===== src/rtl/bsfb_pkg.sv =====
package bsfb_pkg;

   localparam logic [7:0] FLAG_BYTE  = 8'h7E;
   localparam logic [7:0] ESC_BYTE   = 8'h7D;
   localparam logic [7:0] ESC_FLAG   = 8'h5E;
   localparam logic [7:0] ESC_ESC    = 8'h5D;
   localparam logic [7:0] CTRL_NS0   = 8'h00;
   localparam logic [7:0] CTRL_NS1   = 8'h40;
   localparam logic [7:0] ADDR_RESET = 8'h03;

   // One classified payload word, as handed from the front end to the back end.
   typedef struct packed {
      logic [7:0] data;
      logic       last;
      logic       hdr;
      logic       seq;
      logic [7:0] addr;
      logic [7:0] bcc2;
   } entry_type;

   typedef enum logic [3:0] {
      S_FLAG,
      S_ADDR,
      S_CTRL,
      S_BCC1,
      S_DATA,
      S_DATA_ESC,
      S_BCC2,
      S_BCC2_ESC,
      S_CLOSE
   } step_type;

   function automatic logic needs_escape(input logic [7:0] b);
      return (b == FLAG_BYTE) || (b == ESC_BYTE);
   endfunction

   function automatic logic [7:0] escape_code(input logic [7:0] b);
      return (b == FLAG_BYTE) ? ESC_FLAG : ESC_ESC;
   endfunction

endpackage


===== src/rtl/bsfb_front.sv =====
module bsfb_front (
   input  logic                  clock,
   input  logic                  reset,
   input  logic                  csr_valid,
   input  logic [7:0]            csr_address_byte,
   input  logic                  push,
   input  logic [7:0]            data_byte,
   input  logic                  last_byte,
   input  logic                  sequence_bit,
   output bsfb_pkg::entry_type   entry
);

   logic       inside_frame_ff, inside_frame_in;
   logic [7:0] parity_ff, parity_in;
   logic [7:0] address_ff;
   logic [7:0] parity_new;

   // The parity restarts with every new frame, so a frame's first word sees zero.
   assign parity_new = (inside_frame_ff ? parity_ff : 8'h00) ^ data_byte;

   always_comb begin
      entry.data = data_byte;
      entry.last = last_byte;
      entry.hdr  = !inside_frame_ff;
      entry.seq  = sequence_bit;
      entry.addr = address_ff;
      entry.bcc2 = parity_new;
   end

   always_comb begin
      inside_frame_in = inside_frame_ff;
      parity_in       = parity_ff;
      if (push) begin
         inside_frame_in = !last_byte;
         parity_in       = last_byte ? 8'h00 : parity_new;
      end
   end

   always_ff @(posedge clock) begin
      if (reset) begin
         inside_frame_ff <= 1'b0;
         parity_ff       <= 8'h00;
         address_ff      <= bsfb_pkg::ADDR_RESET;
      end else begin
         inside_frame_ff <= inside_frame_in;
         parity_ff       <= parity_in;
         if (csr_valid) begin
            address_ff <= csr_address_byte;
         end
      end
   end

endmodule


===== src/rtl/bsfb_queue.sv =====
module bsfb_queue #(
   parameter int DEPTH = 2
) (
   input  logic                  clock,
   input  logic                  reset,
   input  logic                  push,
   input  bsfb_pkg::entry_type   push_entry,
   input  logic                  pop,
   output logic                  full,
   output logic                  head_valid,
   output bsfb_pkg::entry_type   head
);

   localparam int PTR_W = (DEPTH > 1) ? $clog2(DEPTH) : 1;
   localparam int CNT_W = $clog2(DEPTH + 1);

   bsfb_pkg::entry_type entry_ff [DEPTH];
   logic [PTR_W-1:0] wr_ptr_ff, rd_ptr_ff;
   logic [CNT_W-1:0] count_ff, count_in;

   assign full       = (count_ff == CNT_W'(DEPTH));
   assign head_valid = (count_ff != '0);
   assign head       = entry_ff[rd_ptr_ff];

   always_comb begin
      count_in = count_ff;
      if (push && !pop) begin
         count_in = count_ff + CNT_W'(1);
      end else if (pop && !push) begin
         count_in = count_ff - CNT_W'(1);
      end
   end

   always_ff @(posedge clock) begin
      if (push) begin
         entry_ff[wr_ptr_ff] <= push_entry;
      end
   end

   always_ff @(posedge clock) begin
      if (reset) begin
         wr_ptr_ff <= '0;
         rd_ptr_ff <= '0;
         count_ff  <= '0;
      end else begin
         count_ff <= count_in;
         if (push) begin
            wr_ptr_ff <= (wr_ptr_ff == PTR_W'(DEPTH - 1)) ? '0 : wr_ptr_ff + PTR_W'(1);
         end
         if (pop) begin
            rd_ptr_ff <= (rd_ptr_ff == PTR_W'(DEPTH - 1)) ? '0 : rd_ptr_ff + PTR_W'(1);
         end
      end
   end

   a_no_overflow: assert property (@(posedge clock) disable iff (reset)
      push |-> (!full || pop))
      else $error("queue written while full");

   a_no_underflow: assert property (@(posedge clock) disable iff (reset)
      pop |-> head_valid)
      else $error("queue read while empty");

endmodule


===== src/rtl/bsfb_back.sv =====
module bsfb_back (
   input  logic                  clock,
   input  logic                  reset,
   input  logic                  head_valid,
   input  bsfb_pkg::entry_type   head,
   output logic                  pop,
   output logic                  rsp_valid,
   input  logic                  rsp_stall,
   output logic [7:0]            rsp_line_byte,
   output logic                  rsp_frame_end
);

   bsfb_pkg::step_type step_ff, step_in, step_cur, step_next;
   logic       word_done;
   logic       load;
   logic [7:0] ctrl;
   logic [7:0] byte_out;
   logic       end_out;
   logic       rsp_valid_ff, rsp_valid_in;
   logic [7:0] line_byte_ff;
   logic       frame_end_ff;

   assign ctrl = head.seq ? bsfb_pkg::CTRL_NS1 : bsfb_pkg::CTRL_NS0;

   // A word without a header starts straight at its payload byte.
   assign step_cur = (step_ff == bsfb_pkg::S_FLAG && !head.hdr) ? bsfb_pkg::S_DATA : step_ff;

   // The output register takes a byte whenever it is empty or being drained.
   assign load = head_valid && (!rsp_valid_ff || !rsp_stall);
   assign pop  = load && word_done;

   // Next step within the current word.
   always_comb begin
      step_next = bsfb_pkg::S_FLAG;
      word_done = 1'b0;
      unique case (step_cur)
         bsfb_pkg::S_FLAG: step_next = bsfb_pkg::S_ADDR;
         bsfb_pkg::S_ADDR: step_next = bsfb_pkg::S_CTRL;
         bsfb_pkg::S_CTRL: step_next = bsfb_pkg::S_BCC1;
         bsfb_pkg::S_BCC1: step_next = bsfb_pkg::S_DATA;
         bsfb_pkg::S_DATA: begin
            if (bsfb_pkg::needs_escape(head.data)) begin
               step_next = bsfb_pkg::S_DATA_ESC;
            end else if (head.last) begin
               step_next = bsfb_pkg::S_BCC2;
            end else begin
               word_done = 1'b1;
            end
         end
         bsfb_pkg::S_DATA_ESC: begin
            if (head.last) begin
               step_next = bsfb_pkg::S_BCC2;
            end else begin
               word_done = 1'b1;
            end
         end
         bsfb_pkg::S_BCC2: begin
            step_next = bsfb_pkg::needs_escape(head.bcc2) ? bsfb_pkg::S_BCC2_ESC
                                                          : bsfb_pkg::S_CLOSE;
         end
         bsfb_pkg::S_BCC2_ESC: step_next = bsfb_pkg::S_CLOSE;
         bsfb_pkg::S_CLOSE: word_done = 1'b1;
         default: word_done = 1'b1;
      endcase
   end

   // Byte produced at the current step.
   always_comb begin
      byte_out = bsfb_pkg::FLAG_BYTE;
      end_out  = 1'b0;
      unique case (step_cur)
         bsfb_pkg::S_FLAG:     byte_out = bsfb_pkg::FLAG_BYTE;
         bsfb_pkg::S_ADDR:     byte_out = head.addr;
         bsfb_pkg::S_CTRL:     byte_out = ctrl;
         bsfb_pkg::S_BCC1:     byte_out = head.addr ^ ctrl;
         bsfb_pkg::S_DATA: begin
            byte_out = bsfb_pkg::needs_escape(head.data) ? bsfb_pkg::ESC_BYTE : head.data;
         end
         bsfb_pkg::S_DATA_ESC: byte_out = bsfb_pkg::escape_code(head.data);
         bsfb_pkg::S_BCC2: begin
            byte_out = bsfb_pkg::needs_escape(head.bcc2) ? bsfb_pkg::ESC_BYTE : head.bcc2;
         end
         bsfb_pkg::S_BCC2_ESC: byte_out = bsfb_pkg::escape_code(head.bcc2);
         bsfb_pkg::S_CLOSE: begin
            byte_out = bsfb_pkg::FLAG_BYTE;
            end_out  = 1'b1;
         end
         default: byte_out = bsfb_pkg::FLAG_BYTE;
      endcase
   end

   always_comb begin
      step_in      = step_ff;
      rsp_valid_in = rsp_valid_ff;
      if (!rsp_valid_ff || !rsp_stall) begin
         rsp_valid_in = head_valid;
      end
      if (load) begin
         step_in = word_done ? bsfb_pkg::S_FLAG : step_next;
      end
   end

   always_ff @(posedge clock) begin
      if (reset) begin
         step_ff      <= bsfb_pkg::S_FLAG;
         rsp_valid_ff <= 1'b0;
      end else begin
         step_ff      <= step_in;
         rsp_valid_ff <= rsp_valid_in;
      end
   end

   always_ff @(posedge clock) begin
      if (load) begin
         line_byte_ff <= byte_out;
         frame_end_ff <= end_out;
      end
   end

   assign rsp_valid     = rsp_valid_ff;
   assign rsp_line_byte = line_byte_ff;
   assign rsp_frame_end = frame_end_ff;

   a_end_is_flag: assert property (@(posedge clock) disable iff (reset)
      (rsp_valid && rsp_frame_end) |-> (rsp_line_byte == bsfb_pkg::FLAG_BYTE))
      else $error("frame end marked on a byte other than the flag");

   a_mid_word_has_head: assert property (@(posedge clock) disable iff (reset)
      (step_ff != bsfb_pkg::S_FLAG) |-> head_valid)
      else $error("sequencer part-way through a word with the queue empty");

endmodule


===== src/rtl/byte_stuffed_info_frame_builder_unit.sv =====
// An accepted word passes through the queue and the output register. Throughput: one
// line byte per cycle from the back-end sequencer unless rsp_stall holds it, so a
// word gives 1 to 9 bytes: 4 header bytes on a frame's first word, 1 or 2 for the
// payload byte, and 2 to 3 more (BCC2, escape, closing flag) on the last word.
// Reset (synchronous): no frame open, parity cleared, address 0x03, queue and output empty.
module byte_stuffed_info_frame_builder_unit #(
   parameter int QUEUE_DEPTH = 2
) (
   input  logic       clock,
   input  logic       reset,
   input  logic       csr_valid,
   output logic       csr_ready,
   input  logic [7:0] csr_address_byte,
   input  logic       req_valid,
   output logic       req_stall,
   input  logic [7:0] req_data_byte,
   input  logic       req_last_byte,
   input  logic       req_sequence_bit,
   output logic       rsp_valid,
   input  logic       rsp_stall,
   output logic [7:0] rsp_line_byte,
   output logic       rsp_frame_end
);

   bsfb_pkg::entry_type push_entry, head;
   logic push, pop, full, head_valid;

   assign csr_ready = 1'b1;
   assign req_stall = full;
   assign push      = req_valid && !full;

   bsfb_front u_front (
      .clock            (clock),
      .reset            (reset),
      .csr_valid        (csr_valid),
      .csr_address_byte (csr_address_byte),
      .push             (push),
      .data_byte        (req_data_byte),
      .last_byte        (req_last_byte),
      .sequence_bit     (req_sequence_bit),
      .entry            (push_entry)
   );

   bsfb_queue #(
      .DEPTH (QUEUE_DEPTH)
   ) u_queue (
      .clock      (clock),
      .reset      (reset),
      .push       (push),
      .push_entry (push_entry),
      .pop        (pop),
      .full       (full),
      .head_valid (head_valid),
      .head       (head)
   );

   bsfb_back u_back (
      .clock         (clock),
      .reset         (reset),
      .head_valid    (head_valid),
      .head          (head),
      .pop           (pop),
      .rsp_valid     (rsp_valid),
      .rsp_stall     (rsp_stall),
      .rsp_line_byte (rsp_line_byte),
      .rsp_frame_end (rsp_frame_end)
   );

endmodule


===== config.mk =====
export PLATFORM = sky130hd
export DESIGN_NAME = byte_stuffed_info_frame_builder_unit
export DESIGN_NICKNAME = d
export VERILOG_FILES = /design/src/rtl/bsfb_pkg.sv /design/src/rtl/bsfb_front.sv /design/src/rtl/bsfb_queue.sv /design/src/rtl/bsfb_back.sv /design/src/rtl/byte_stuffed_info_frame_builder_unit.sv
export SDC_FILE = /design/constraint.sdc
export NUM_CORES = 1
export LEC_CHECK = 0
export ABC_AREA = 1
export BUFFER_PORTS_ARGS = -buffer_cell sky130_fd_sc_hd__buf_2
export CORE_AREA = 2 2 86 105
export DETAILED_ROUTE_END_ITERATION = 10
export DIE_AREA = 0 0 88 107
export PLACE_DENSITY = 0.69
export SYNTH_ARGS = -nofsm -noshare
export SYNTH_HDL_FRONTEND = slang
export SYNTH_SLANG_ARGS = --single-unit

===== constraint.sdc =====
create_clock -name clock -period 2.9 [get_ports clock]
set_clock_uncertainty 0.15 [all_clocks]
set_input_delay 0.87 -clock clock [delete_from_list [all_inputs] [get_ports clock]]
set_output_delay 0.87 -clock clock [all_outputs]
set_load 0.01 [all_outputs]

# Word-level counts from Yosys, hierarchy flattened
# Memories as Yosys holds them, arrays and structs flattened. A register that Yosys moved wholly into a read port is not among the register bits.
# Index checks and enable logic that the tools add are counted.
[word_totals] regBits=35 ramBits=54 inputBits=23 out_inout_bits=12 wordCells=78 mem_count=1
[memory_table] memory="u_queue.entry_ff" words=2 width=27 read_ports=1 rd_ports_with_merged_regs=1 write_ports=1 line_no="bsfb_queue.sv:17" source="bsfb_pkg::entry_type entry_ff [DEPTH];"
[classes] n_addsub=4 eq_ne=13 mux=26 bitwise_logic=2 reduce_logical=22
[op_table] cell="one-hot mux 8 bit (7 select lines)" n=1
[op_table] cell="equality test 8 x 7 -> 1 bit (second input constant)" n=4
[op_table] cell="two-way mux 8 bit" n=4
[op_table] cell="one-hot mux 4 bit (8 select lines)" n=1
[op_table] cell="equality test 4 x 3 -> 1 bit (second input constant)" n=4
[op_table] cell="two-way mux 4 bit" n=4
[op_table] cell="bitwise XOR 8 bit" n=2
[op_table] cell="two-way mux 1 bit" n=9
[op_table] cell="equality test 4 x 2 -> 1 bit (second input constant)" n=2
[op_table] cell="logical NOT 1 bit" n=8
[op_table] cell="logical NOT 4 bit" n=2
[op_table] cell="two-way mux 2 bit" n=4
[op_table] cell="two-way mux 7 bit" n=1
[op_table] cell="logical AND 1 bit" n=6
[op_table] cell="OR reduction 6 bit" n=1
[op_table] cell="equality test 4 x 1 -> 1 bit (second input constant)" n=1
[op_table] cell="equality test 4 bit (second input constant)" n=1
[op_table] cell="nonzero test 2 bit" n=2
[op_table] cell="logical OR 1 bit" n=3
[op_table] cell="two-way mux 3 bit" n=1
[op_table] cell="one-hot mux 1 bit (3 select lines)" n=1
[op_table] cell="adder 1 bit (second input constant)" n=2
[op_table] cell="adder 2 x 1 -> 2 bit (second input constant)" n=1
[op_table] cell="equality test 2 bit (second input constant)" n=1
[op_table] cell="subtractor 2 x 1 -> 2 bit (second input constant)" n=1

# Logic depth before layout (Yosys ltp)
# Gate-level depths: netlist of the first run.
[logic_depth] depth_word=10 mapped_depth=16 depth_no_buf=14

# Modules after synthesis
# A second synthesis of the first run with hierarchy kept.
[unflattened] hier_cells=395 area_unflattened_um2=4309.1
[modules_own_cells] mod="bsfb_queue" n_inst=1 cells_each=117 area_each_um2=2278.4 seq_area_each_um2=1721.7
[modules_own_cells] mod="bsfb_back" n_inst=1 cells_each=148 area_each_um2=1043.5 seq_area_each_um2=370.4
[modules_own_cells] mod="bsfb_front" n_inst=1 cells_each=126 area_each_um2=965.9 seq_area_each_um2=340.3
[modules_own_cells] mod="byte_stuffed_info_frame_builder_unit" n_inst=1 cells_each=4 area_each_um2=21.3 seq_area_each_um2=0.0

# Worst setup path after synthesis of the first run
# OpenSTA, ideal clock, no wires.
[synth_timing] path_type="in2reg" startpoint="input req_valid" endpoint="memory u_queue.entry_ff[1][0] (netlist name), enable pin" setup_ns=0.412 arrival_ns=2.390 required_time_ns=2.338 path_slack_ns=-0.053 cell_stages=3 n_path_buf=1 path_cell_list="o21ai_0 clkbuf_1 nor2_1"
[synth_between] elab_chain_len=3
[synth_lines] element="from (decl)" line_no="byte_stuffed_info_frame_builder_unit.sv:14" source="input logic req_valid,"
[synth_lines] element="logical AND 1 bit" line_no="byte_stuffed_info_frame_builder_unit.sv:30" source="assign push = req_valid && !full;"
[synth_lines] element="two-way mux 1 bit" line_no="bsfb_queue.sv:35" source="if (push) begin"
[synth_lines] element="two-way mux 1 bit (not written as such)" line_no="bsfb_queue.sv:36" source="entry_ff[wr_ptr_ff] <= push_entry;"
[synth_lines] element="to (decl)" line_no="bsfb_queue.sv:17"
# Every way passes these cells.

==> results.txt, run 1 <==
Worst Setup End Kind: flip-flop
Site row count: 37
FF+latch count, synth: 90
Status: complete, no violations
Largest net degree at the start of global routing: 30
Crit path launch type: flip-flop
CP dominant cell by count: nand2_1
DRT iter0 DRCs: 138
Post-synthesis cell type count: 39
Ordered list of cells on the worst path: buf_4 -> inv_6 -> nand2_1 -> nand2_1 -> o21ai_2 -> inv_2 -> nand3_2 -> nand2_2 -> nand2_1 -> ha_1 -> a21oi_1 -> o21ai_0 -> o21ai_0 -> a21oi_1
Gr usage total: 17.6%
Worst-case reg-to-reg path depth: 14
CTS max path bufs: 2
Syn nets: 431
DRT antenna net count: 0
Clock sinks: 90
Levels on crit path: 14
Worst Path Required: 3000 ps
Worst Path Arrival: 2480 ps
Least-Margin Pin Slew: 623 ps
Comb power frac: 30.2%
Die Wd: 88 um
Mapped Avg Cell Area: 9.86 sq um
Pwr dens: 842 nW/um^2
Gpl congestion: 0.956
CTS tree: done
Core Footprint: 8380 sq um
Commonest non-fill, non-tap cell in the layout: nand2_1
Post-CTS Resized: 0
Clk_lat worst skew: 360 ps
Final min period: 2380 ps
Fin cells: 566
Sw frac: 34.6%
Internal power: 0.00246 W
Die area: 9420 sq um
H-tree Lvls: 3
Drt wl/cell: 13.6 um
CP max stage cell: dfxtp_1
Grt total ovfl: 0
Clock-pin slew on the worst setup and hold paths: 90 ps
Initial antenna violation count: 0
WS Path Type: reg2reg
Via count: 2757
CTS root buffer: clkbuf_8
Number of instances in the placed design: 550
CTS Buf Count: 9
Crit path buf inv count: 3
Hold buffer count at cts: 0
WL final: 7.72 mm
Leakage power: 1.83 nW
WL met1: 3.66 mm
CP max stage delay: 310 ps
Starting density of the core: 47.9%
# IOs: 35
Period utilization: 82.1%
CP delay by family, top: compound AO/OA/AOI/OAI gates
Synth-to-layout area growth: 11.5%
CP max FO: 29
Commonest register cell after synthesis: edfxtp_1
Post-route DRC: 0
# diodes: 0
Die H: 107 um
Post-synth EDFFs: 63
WHS Path Cells: 0
Top Layer Used: met4
Via density: 4.87
Max-slew headroom: 58.3%
Final Hold Fails: 0
Share of layout cells above drive strength 1: 20.3%
DR WL met3: 230 um
Final setup vio count: 0
Net switching power: 0.00130 W
Hold Path Class: reg2reg
Max-cap viol count: 0
Clock Power Share: 22.3%
PortBufs: 33
Seq/Total Area, Yosys: 60.6%
Post-Route Setup TNS: 0 ps
VDD IR max: 0.000464 V
First-pass DRT Iterations: 4
Most frequent cells in the layout: nand2_1 (96), edfxtp_1 (63), nor2_1 (42)
Nets: 468
Syn Std Cell Area: 4010 sq um
FFs w/ async S/R, synth: 0%
Post-synthesis cell count: 407
Postcts setup bufs: 0
DP HPWL: 5.83 mm
YS warnings: 0
Met2 Wirelength: 3.63 mm
Fmax: 420 MHz
RSZ-0062 raised after global routing: false
First-pass GRT wire length: 12.3 mm
Vias in the first global route: 2606
Flop pwr share: 47.5%
Slew Limit Fails: 0
synth_stat cells, types with 2 or more instances:
cell type  count  area share (%)
a21oi_1       15             1.9
or2_2          6            0.94
inv_1         37             3.5
o21ai_1        7            0.87
dfxtp_1       27              13
xor2_1        10             2.2
o221ai_1       2            0.44
nand3_1       10             1.2
clkbuf_1       4            0.37
buf_6          3            0.84
o2111ai_1      3            0.66
inv_2          5            0.47
nand4_1       11             1.7
o21ai_0       16             2.0
edfxtp_1      63              47
nor2_1        44             4.1
buf_4          3            0.56
buf_2          2            0.25
nand2_1       96             9.0
a22oi_1        8             1.5
nand3_2        2            0.50
nor2_4         2            0.56
nand2_2       12             1.9
nor2_2         2            0.31
o211ai_1       3            0.56
worst register-to-register path, delay by kind of cell (launching register included):
kind / cells / cell delay (ps)
compound gates: 5 / 650
buf+inv: 3 / 540
simple gates: 5 / 400
flops: 1 / 310
fa+ha+maj: 1 / 240
power by group through the flow:
stage	clock network (W)	registers (W)	logic (W)
floorplan	0	0.00181	0.000808
global placement	0	0.00181	0.00113
detailed placement	0	0.00182	0.00114
CTS	0.000859	0.00179	0.00114
global route	0.000902	0.00182	0.00128
finish	0.000840	0.00179	0.00114
layout make-up:
| cell class | instances | area (sq um) |
|---|---|---|
| inverters | 44 | 170 |
| clock buffers | 10 | 128 |
| clock inverters | 6 | 65.1 |
| multi-input cells | 259 | 1310 |
| flip-flops and latches | 90 | 2430 |
| well taps | 117 | 146 |
| repair buffers | 40 | 218 |
| fillers | 780 | 3910 |
cell families after synthesis:
logic type	Yosys count	share of synthesized area (%)
adder cells (fa/ha/maj)	1	0.312
AO/OA/AOI/OAI	58	8.83
other	1	0.0935
multiplexers	1	0.250
AND/OR/NAND/NOR	188	20.9
flip-flops	90	60.6
buffers and inverters	58	6.77
XOR/XNOR	10	2.18
worst paths after layout:
kind / from / to / slack [ps]
max reg2reg: flip-flop / u_queue.count_ff[1]$_SDFFE_PP0P_ / 520
max: flip-flop / u_queue.count_ff[1]$_SDFFE_PP0P_ / 520
min: u_front.address_ff[3]$_SDFFE_PP0P_ / u_queue.entry_ff[1][11]$_DFFE_PP_ / 310
min reg2reg: u_front.address_ff[3]$_SDFFE_PP0P_ / u_queue.entry_ff[1][11]$_DFFE_PP_ / 310
per-layer routing:
| layer | track usage [%] | vias up |
|---|---|---|
| met5 | 0 | - |
| met4 | 8.57 | 0 |
| met3 | 3.93 | 12 |
| met2 | 27.2 | 51 |
| met1 | 23.3 | 1262 |
| li1 | - | 1432 |
state kept, by name, summed over array words and instances (netlist names), named ones only:
name,flops
u_back.rsp_frame_end,1
u_queue.count_ff,2
u_front.address_ff,8
u_queue.rd_ptr_ff,1
u_front.parity_ff,8
u_back.rsp_line_byte,8
u_front.inside_frame_ff,1
u_back.rsp_valid,1
u_queue.wr_ptr_ff,1
u_back.step_ff,4
u_queue.entry_ff,54
through the flow:
step	power [W]	cell area (sq um)	setup slack, ps	util (%)	hold slack [ps]
after CTS	0.00379	4470	534	53.4	305
after floorplan	0.00262	4020	335	-	270
after global routing	0.00399	4470	248	53.4	318
final	0.00377	4470	518	53.4	308
after global placement	0.00294	4280	570	51.1	287
after detailed placement	0.00296	4280	538	51.1	285
(Power assumes the default switching activity.)
==> run 2, diff against run 1 <==
- PLACE_DENSITY: 0.69 -> 0.66
- clock period: 2.9 -> 2.2 ns (I/O delays scaled with it)
==> run 2 against run 1 <==
Effect of this change: clock power grew 31%; global-route usage up 0.65 points; die area unchanged; final cell count up 3.7%; sequential cell count is the same; maximum frequency up 17%; sequential share of layout area down 2.8 points; cell area is 5.5% higher; largest cell class unchanged; largest power group unchanged.
==> results.txt, run 2 (synthesized netlist as in run 1, its figures left out) <==
Least-Margin Pin Slew: 628 ps
Leakage power: 1.94 nW
Worst Setup End Kind: flip-flop
Pwr dens: 1100 nW/um^2
Synth-to-layout area growth: 17.6%
CP max FO: 13
Final Hold Fails: 0
Initial antenna violation count: 0
# IOs: 35
WL final: 7.78 mm
Site row count: 37
Fin cells: 587
Core Footprint: 8380 sq um
First-pass DRT Iterations: 4
CTS max path bufs: 2
Finished Cell Area: 4720 sq um
CTS Buf Count: 9
Largest net degree at the start of global routing: 28
DRT antenna net count: 0
Die H: 107 um
Max reg flops: 54
DRT iter0 DRCs: 154
DP HPWL: 5.85 mm
Via count: 2870
Clock sinks: 90
Clock-pin slew on the worst setup and hold paths: 80 ps
Hold Path Class: reg2reg
Die Wd: 88 um
Share of layout cells above drive strength 1: 25.7%
Post-layout util: 56.3%
Slew Limit Fails: 0
Hold buffer count at cts: 0
Commonest non-fill, non-tap cell in the layout: nand2_1
Reg2reg setup slack: 160 ps
CTS root buffer: clkbuf_8
Most frequent cells in the layout: nand2_1 (93), edfxtp_1 (63), nor2_1 (42)
Final setup vio count: 0
Crit path launch type: flip-flop
Worst Path Required: 2300 ps
PortBufs: 33
Fillers: 729
Drt wl/cell: 13.3 um
First-pass GRT wire length: 12.9 mm
Die area: 9420 sq um
Post-route DRC: 0
Gpl congestion: 0.892
Vias in the first global route: 2712
Clk_lat worst skew: 360 ps
Fmax: 491 MHz
Area of placed instances: 4450 sq um
Gr usage total: 18.2%
H-tree Lvls: 3
WS Path Type: reg2reg
Final min period: 2040 ps
Number of instances in the placed design: 569
Worst Path Arrival: 2130 ps
Top reg by flops: u_queue.entry_ff
Period utilization: 92.6%
Grt total ovfl: 0
Max-cap viol count: 0
Starting density of the core: 47.9%
Status: complete, no violations
Nets: 489
# diodes: 0
Via density: 4.89
CTS tree: done
VDD IR max: 0.000663 V
Max-slew headroom: 58.0%
-- run 2: worst max-delay path: stages (launching register included) --
cell      delay, ps
dfxtp_4         370
buf_12          150
clkinv_8         70
nand2_1          60
nand2_2          70
nand2_2          70
nor2_4          130
nand3_2          90
nand3_2          70
nand2_2          70
nand2_2          80
ha_4            200
a21oi_2         110
o21ai_2          70
o21ai_1         120
a21oi_1          50
-- run 2: layout make-up --
type	instances	area, sq um	share of cell area, %
Inverter	44	179	3.79
Multi-Input combinational cell	259	1340	28.5
Clock buffer	11	141	3.00
Tap cell	117	146	3.10
Sequential cell	90	2440	51.6
Clock inverter	5	53.8	1.14
Timing Repair Buffer	61	418	8.86
-- run 2: final timing paths --
| path | endpoint | cells after the start | start |
|---|---|---|---|
| hold / removal | u_queue.entry_ff[1][12]$_DFFE_PP_ | 0 | u_front.address_ff[4]$_SDFFE_PP0P_ |
| setup reg to reg | u_queue.count_ff[1]$_SDFFE_PP0P_ | 15 | flip-flop |
| hold reg to reg | u_queue.entry_ff[1][12]$_DFFE_PP_ | 0 | u_front.address_ff[4]$_SDFFE_PP0P_ |
| setup / recovery | u_queue.count_ff[1]$_SDFFE_PP0P_ | 15 | flip-flop |
-- run 2: power breakdown --
| part | total, W | switching [W] | internal (W) |
|---|---|---|---|
| registers | 0.00234 | 0.000128 | 0.00221 |
| logic | 0.00174 | 0.00107 | 0.000668 |
| clock network | 0.00110 | 0.000549 | 0.000550 |
-- run 2: layer usage --
layer	part of all wire, %	global-route usage [%]	routed length, um
met3	4.2	4.31	328
met5	0	0	0
met4	2.3	7.47	179
met1	47	25.1	3690
met2	46	27.7	3590
-- run 2: what timing repair did --
action	4_1_cts	5_1_grt
endpoints found under the setup margin	0	2
resized for setup	0	13
buffers inserted	0	1
-- run 2: metrics by stage --
| stage | hold slack (ps) | setup slack (ps) | power, W | TNS (ps) |
|---|---|---|---|---|
| floorplan | 270 | -99.7 | 0.00346 | -4870 |
| global placement | 289 | 77.2 | 0.00403 | 0 |
| detailed placement | 296 | 26.5 | 0.00405 | 0 |
| CTS | 317 | 21.4 | 0.00514 | 0 |
| global route | 327 | -10.6 | 0.00552 | -10.6 |
| finish | 316 | 163 | 0.00518 | 0 |
==> run 3, diff against run 2 <==
- ABC_AREA: 1 -> 0
- CORE_AREA: 2 2 86 105 -> 2 2 82 99
- DIE_AREA: 0 0 88 107 -> 0 0 84 101
- PLACE_DENSITY: 0.66 -> 0.73
==> run 3 against run 2 <==
Effect of this change: clock-buffer cell count grew 3; global-route usage up 3.0 points; synthesized area is 0.84% higher; sequential cell count is the same; register-to-register slack lost 160 ps; cell area increased by 0.93%; sequential share of layout area fell by 0.50 points; synthesized cell count decreased by 20%; clock power grew 4%; maximum frequency fell by 7.1%; via count decreased by 4.2%; non-clock buffer count is 6 higher; critical endpoint unchanged; largest power group unchanged.
==> results.txt, run 3 <==
Status: complete, no violations
Finished Cell Area: 4760 sq um
Syn Std Cell Area: 4050 sq um
Worst Setup End Kind: flip-flop
VDD IR max: 0.000699 V
Share of layout cells above drive strength 1: 29.2%
Internal power: 0.00373 W
First-pass GRT wire length: 13.6 mm
CP max FO: 5
Initial antenna violation count: 0
Pwr dens: 1170 nW/um^2
Post-synthesis cell count: 324
Mapped Avg Cell Area: 12.5 sq um
Die Wd: 84 um
Post-synthesis cell type count: 64
Via density: 5.71
Core Footprint: 7580 sq um
Seq/Total Area, Yosys: 60.1%
Clock Power Share: 20.4%
Final setup vio count: 0
FFs w/ async S/R, synth: 0%
Fin worst setup slack: 6.72 ps
FF+latch count, synth: 90
CTS tree: done
H-tree Lvls: 3
Synth-to-layout area growth: 17.7%
Nets: 409
Post-synth EDFFs: 63
Yosys top cell area share: 46.8%
Die H: 101 um
Dominant cell type by area after synthesis: edfxtp_1
Final min period: 2190 ps
Power Total: 0.00556 W
CTS max path bufs: 2
Grt total ovfl: 0
Vias in the first global route: 2674
Starting density of the core: 53.4%
Period utilization: 99.7%
First-pass DRT Iterations: 4
Top reg by flops: u_queue.entry_ff
Clock sinks: 90
Worst Path Arrival: 2320 ps
Ranking of synthesized cells by area: edfxtp_1 (47%), dfxtp_1 (13%), mux2i_1 (4.9%)
Gpl congestion: 0.886
Hold Path Class: reg2reg
Sw frac: 32.9%
Net switching power: 0.00183 W
Commonest non-fill, non-tap cell in the layout: edfxtp_1
Post-route DRC: 0
Max-cap viol count: 0
Slew Limit Fails: 0
Worst Path Required: 2330 ps
Crit path launch type: flip-flop
DRT antenna net count: 0
# diodes: 0
Commonest register cell after synthesis: edfxtp_1
CTS Buf Count: 9
Flop pwr share: 43.3%
DRT iter0 DRCs: 156
Gr usage total: 21.3%
Syn nets: 348
WS Path Type: reg2reg
Area of placed instances: 4510 sq um
Site row count: 35
Leakage power: 1.72 nW
Commonest cells in the netlist: edfxtp_1 (63), dfxtp_1 (27), nor2_1 (27), nand2_1 (25), mux2i_1 (20)
Largest net degree at the start of global routing: 29
Die area: 8480 sq um
PortBufs: 33
Dpl ws: -108 ps
# IOs: 35
WL final: 8.61 mm
Fmax: 456 MHz
Via count: 2750
Clock-pin slew on the worst setup and hold paths: 90 ps
Most frequent cells in the layout: edfxtp_1 (63), buf_2 (33), buf_4 (31)
Clk_lat worst skew: 360 ps
Final Hold Fails: 0
Comb power frac: 36.3%
Count leader, synth: edfxtp_1
YS warnings: 0
CTS root buffer: clkbuf_8
Number of instances in the placed design: 462
Max reg flops: 54
Drt wl/cell: 17.9 um
RSZ-0062 raised after global routing: true
DP HPWL: 6.24 mm
Fin cells: 482
[run 3: cell types whose count changed after synthesis, sizes merged, moves of 6 or more]
cell	previous run	this run
a22oi	8	15
inv	43	7
mux2	0	11
mux2i	1	22
nand2	108	25
nand3	12	6
nand4	12	4
nor2	48	28
o21ai	24	10
xnor2	0	8
[run 3: logic make-up (layout without fill, tap and decap cells)]
group / count (synthesis) / in the layout / share of synthesized area (%)
simple gates: 94 / 94 / 12.3
flops: 90 / 90 / 60.1
compound gates: 67 / 67 / 12.1
mux: 33 / 33 / 8.91
buf+inv: 24 / 90 / 3.12
xor+xnor: 14 / 14 / 3.03
fa+ha+maj: 1 / 1 / 0.309
other cells: 1 / 1 / 0.0927
[run 3: stage by stage]
| stage | setup TNS, ps | hold WS (ps) | util [%] |
|---|---|---|---|
| after floorplan | -83.3 | 275 | - |
| after global placement | -56.8 | 288 | 59.5 |
| after detailed placement | -108 | 296 | 59.5 |
| after CTS | 0 | 317 | 62.3 |
| after global routing | -78.5 | 319 | 62.9 |
| final | 0 | 316 | 62.9 |
[run 3: power groups by stage]
stage          sequential [W]  combinational [W]  clock (W)
2_1_floorplan         0.00243            0.00129          0
3_3_place_gp          0.00241            0.00192          0
3_5_place_dp          0.00243            0.00196          0
4_1_cts               0.00240            0.00199    0.00117
5_1_grt               0.00244            0.00219    0.00122
6_report              0.00241            0.00202    0.00114
[run 3: worst paths after layout]
kind,from,to,slack (ps),depth (start not counted)
worst max-delay path,flip-flop,u_queue.count_ff[1]$_SDFFE_PP0P_,7,9
worst min-delay path,u_front.address_ff[4]$_SDFFE_PP0P_,u_queue.entry_ff[0][12]$_DFFE_PP_,320,0
worst max register to register,flip-flop,u_queue.count_ff[1]$_SDFFE_PP0P_,7,9
worst min register to register,u_front.address_ff[4]$_SDFFE_PP0P_,u_queue.entry_ff[0][12]$_DFFE_PP_,320,0
[run 3: worst max-delay path: stages (launching register included)]
cell and delay (ps):
dfxtp_2 350, buf_6 130, mux2i_4 220, a22o_1 190, nand3_1 110, o21a_1 230
ha_4 170, xor2_1 140, or3_1 310, a21oi_1 130
[run 3: layout make-up]
type | instances | area [sq um]
multi-input combinational | 210 | 1540
tap | 92 | 115
timing repair buffer | 67 | 449
inverter | 7 | 26.3
clock inverter | 2 | 37.5
clock buffer | 14 | 164
sequential | 90 | 2430
fill | 606 | 2810
[run 3: per-layer routing]
| metal | up-vias | global-route usage (%) | routed length (um) |
|---|---|---|---|
| li1 | 1345 | - | - |
| met1 | 1339 | 26.1 | 3830 |
| met2 | 54 | 36.8 | 4350 |
| met3 | 12 | 4.67 | 269 |
| met4 | 0 | 8.31 | 159 |
| met5 | - | 0 | 0 |
[run 3: what timing repair did]
action,4_1_cts,5_1_grt
buffers inserted,1,3
pin swaps,1,3
setup endpoints to repair,1,3
hold buffers,0,0
resized for setup,2,4
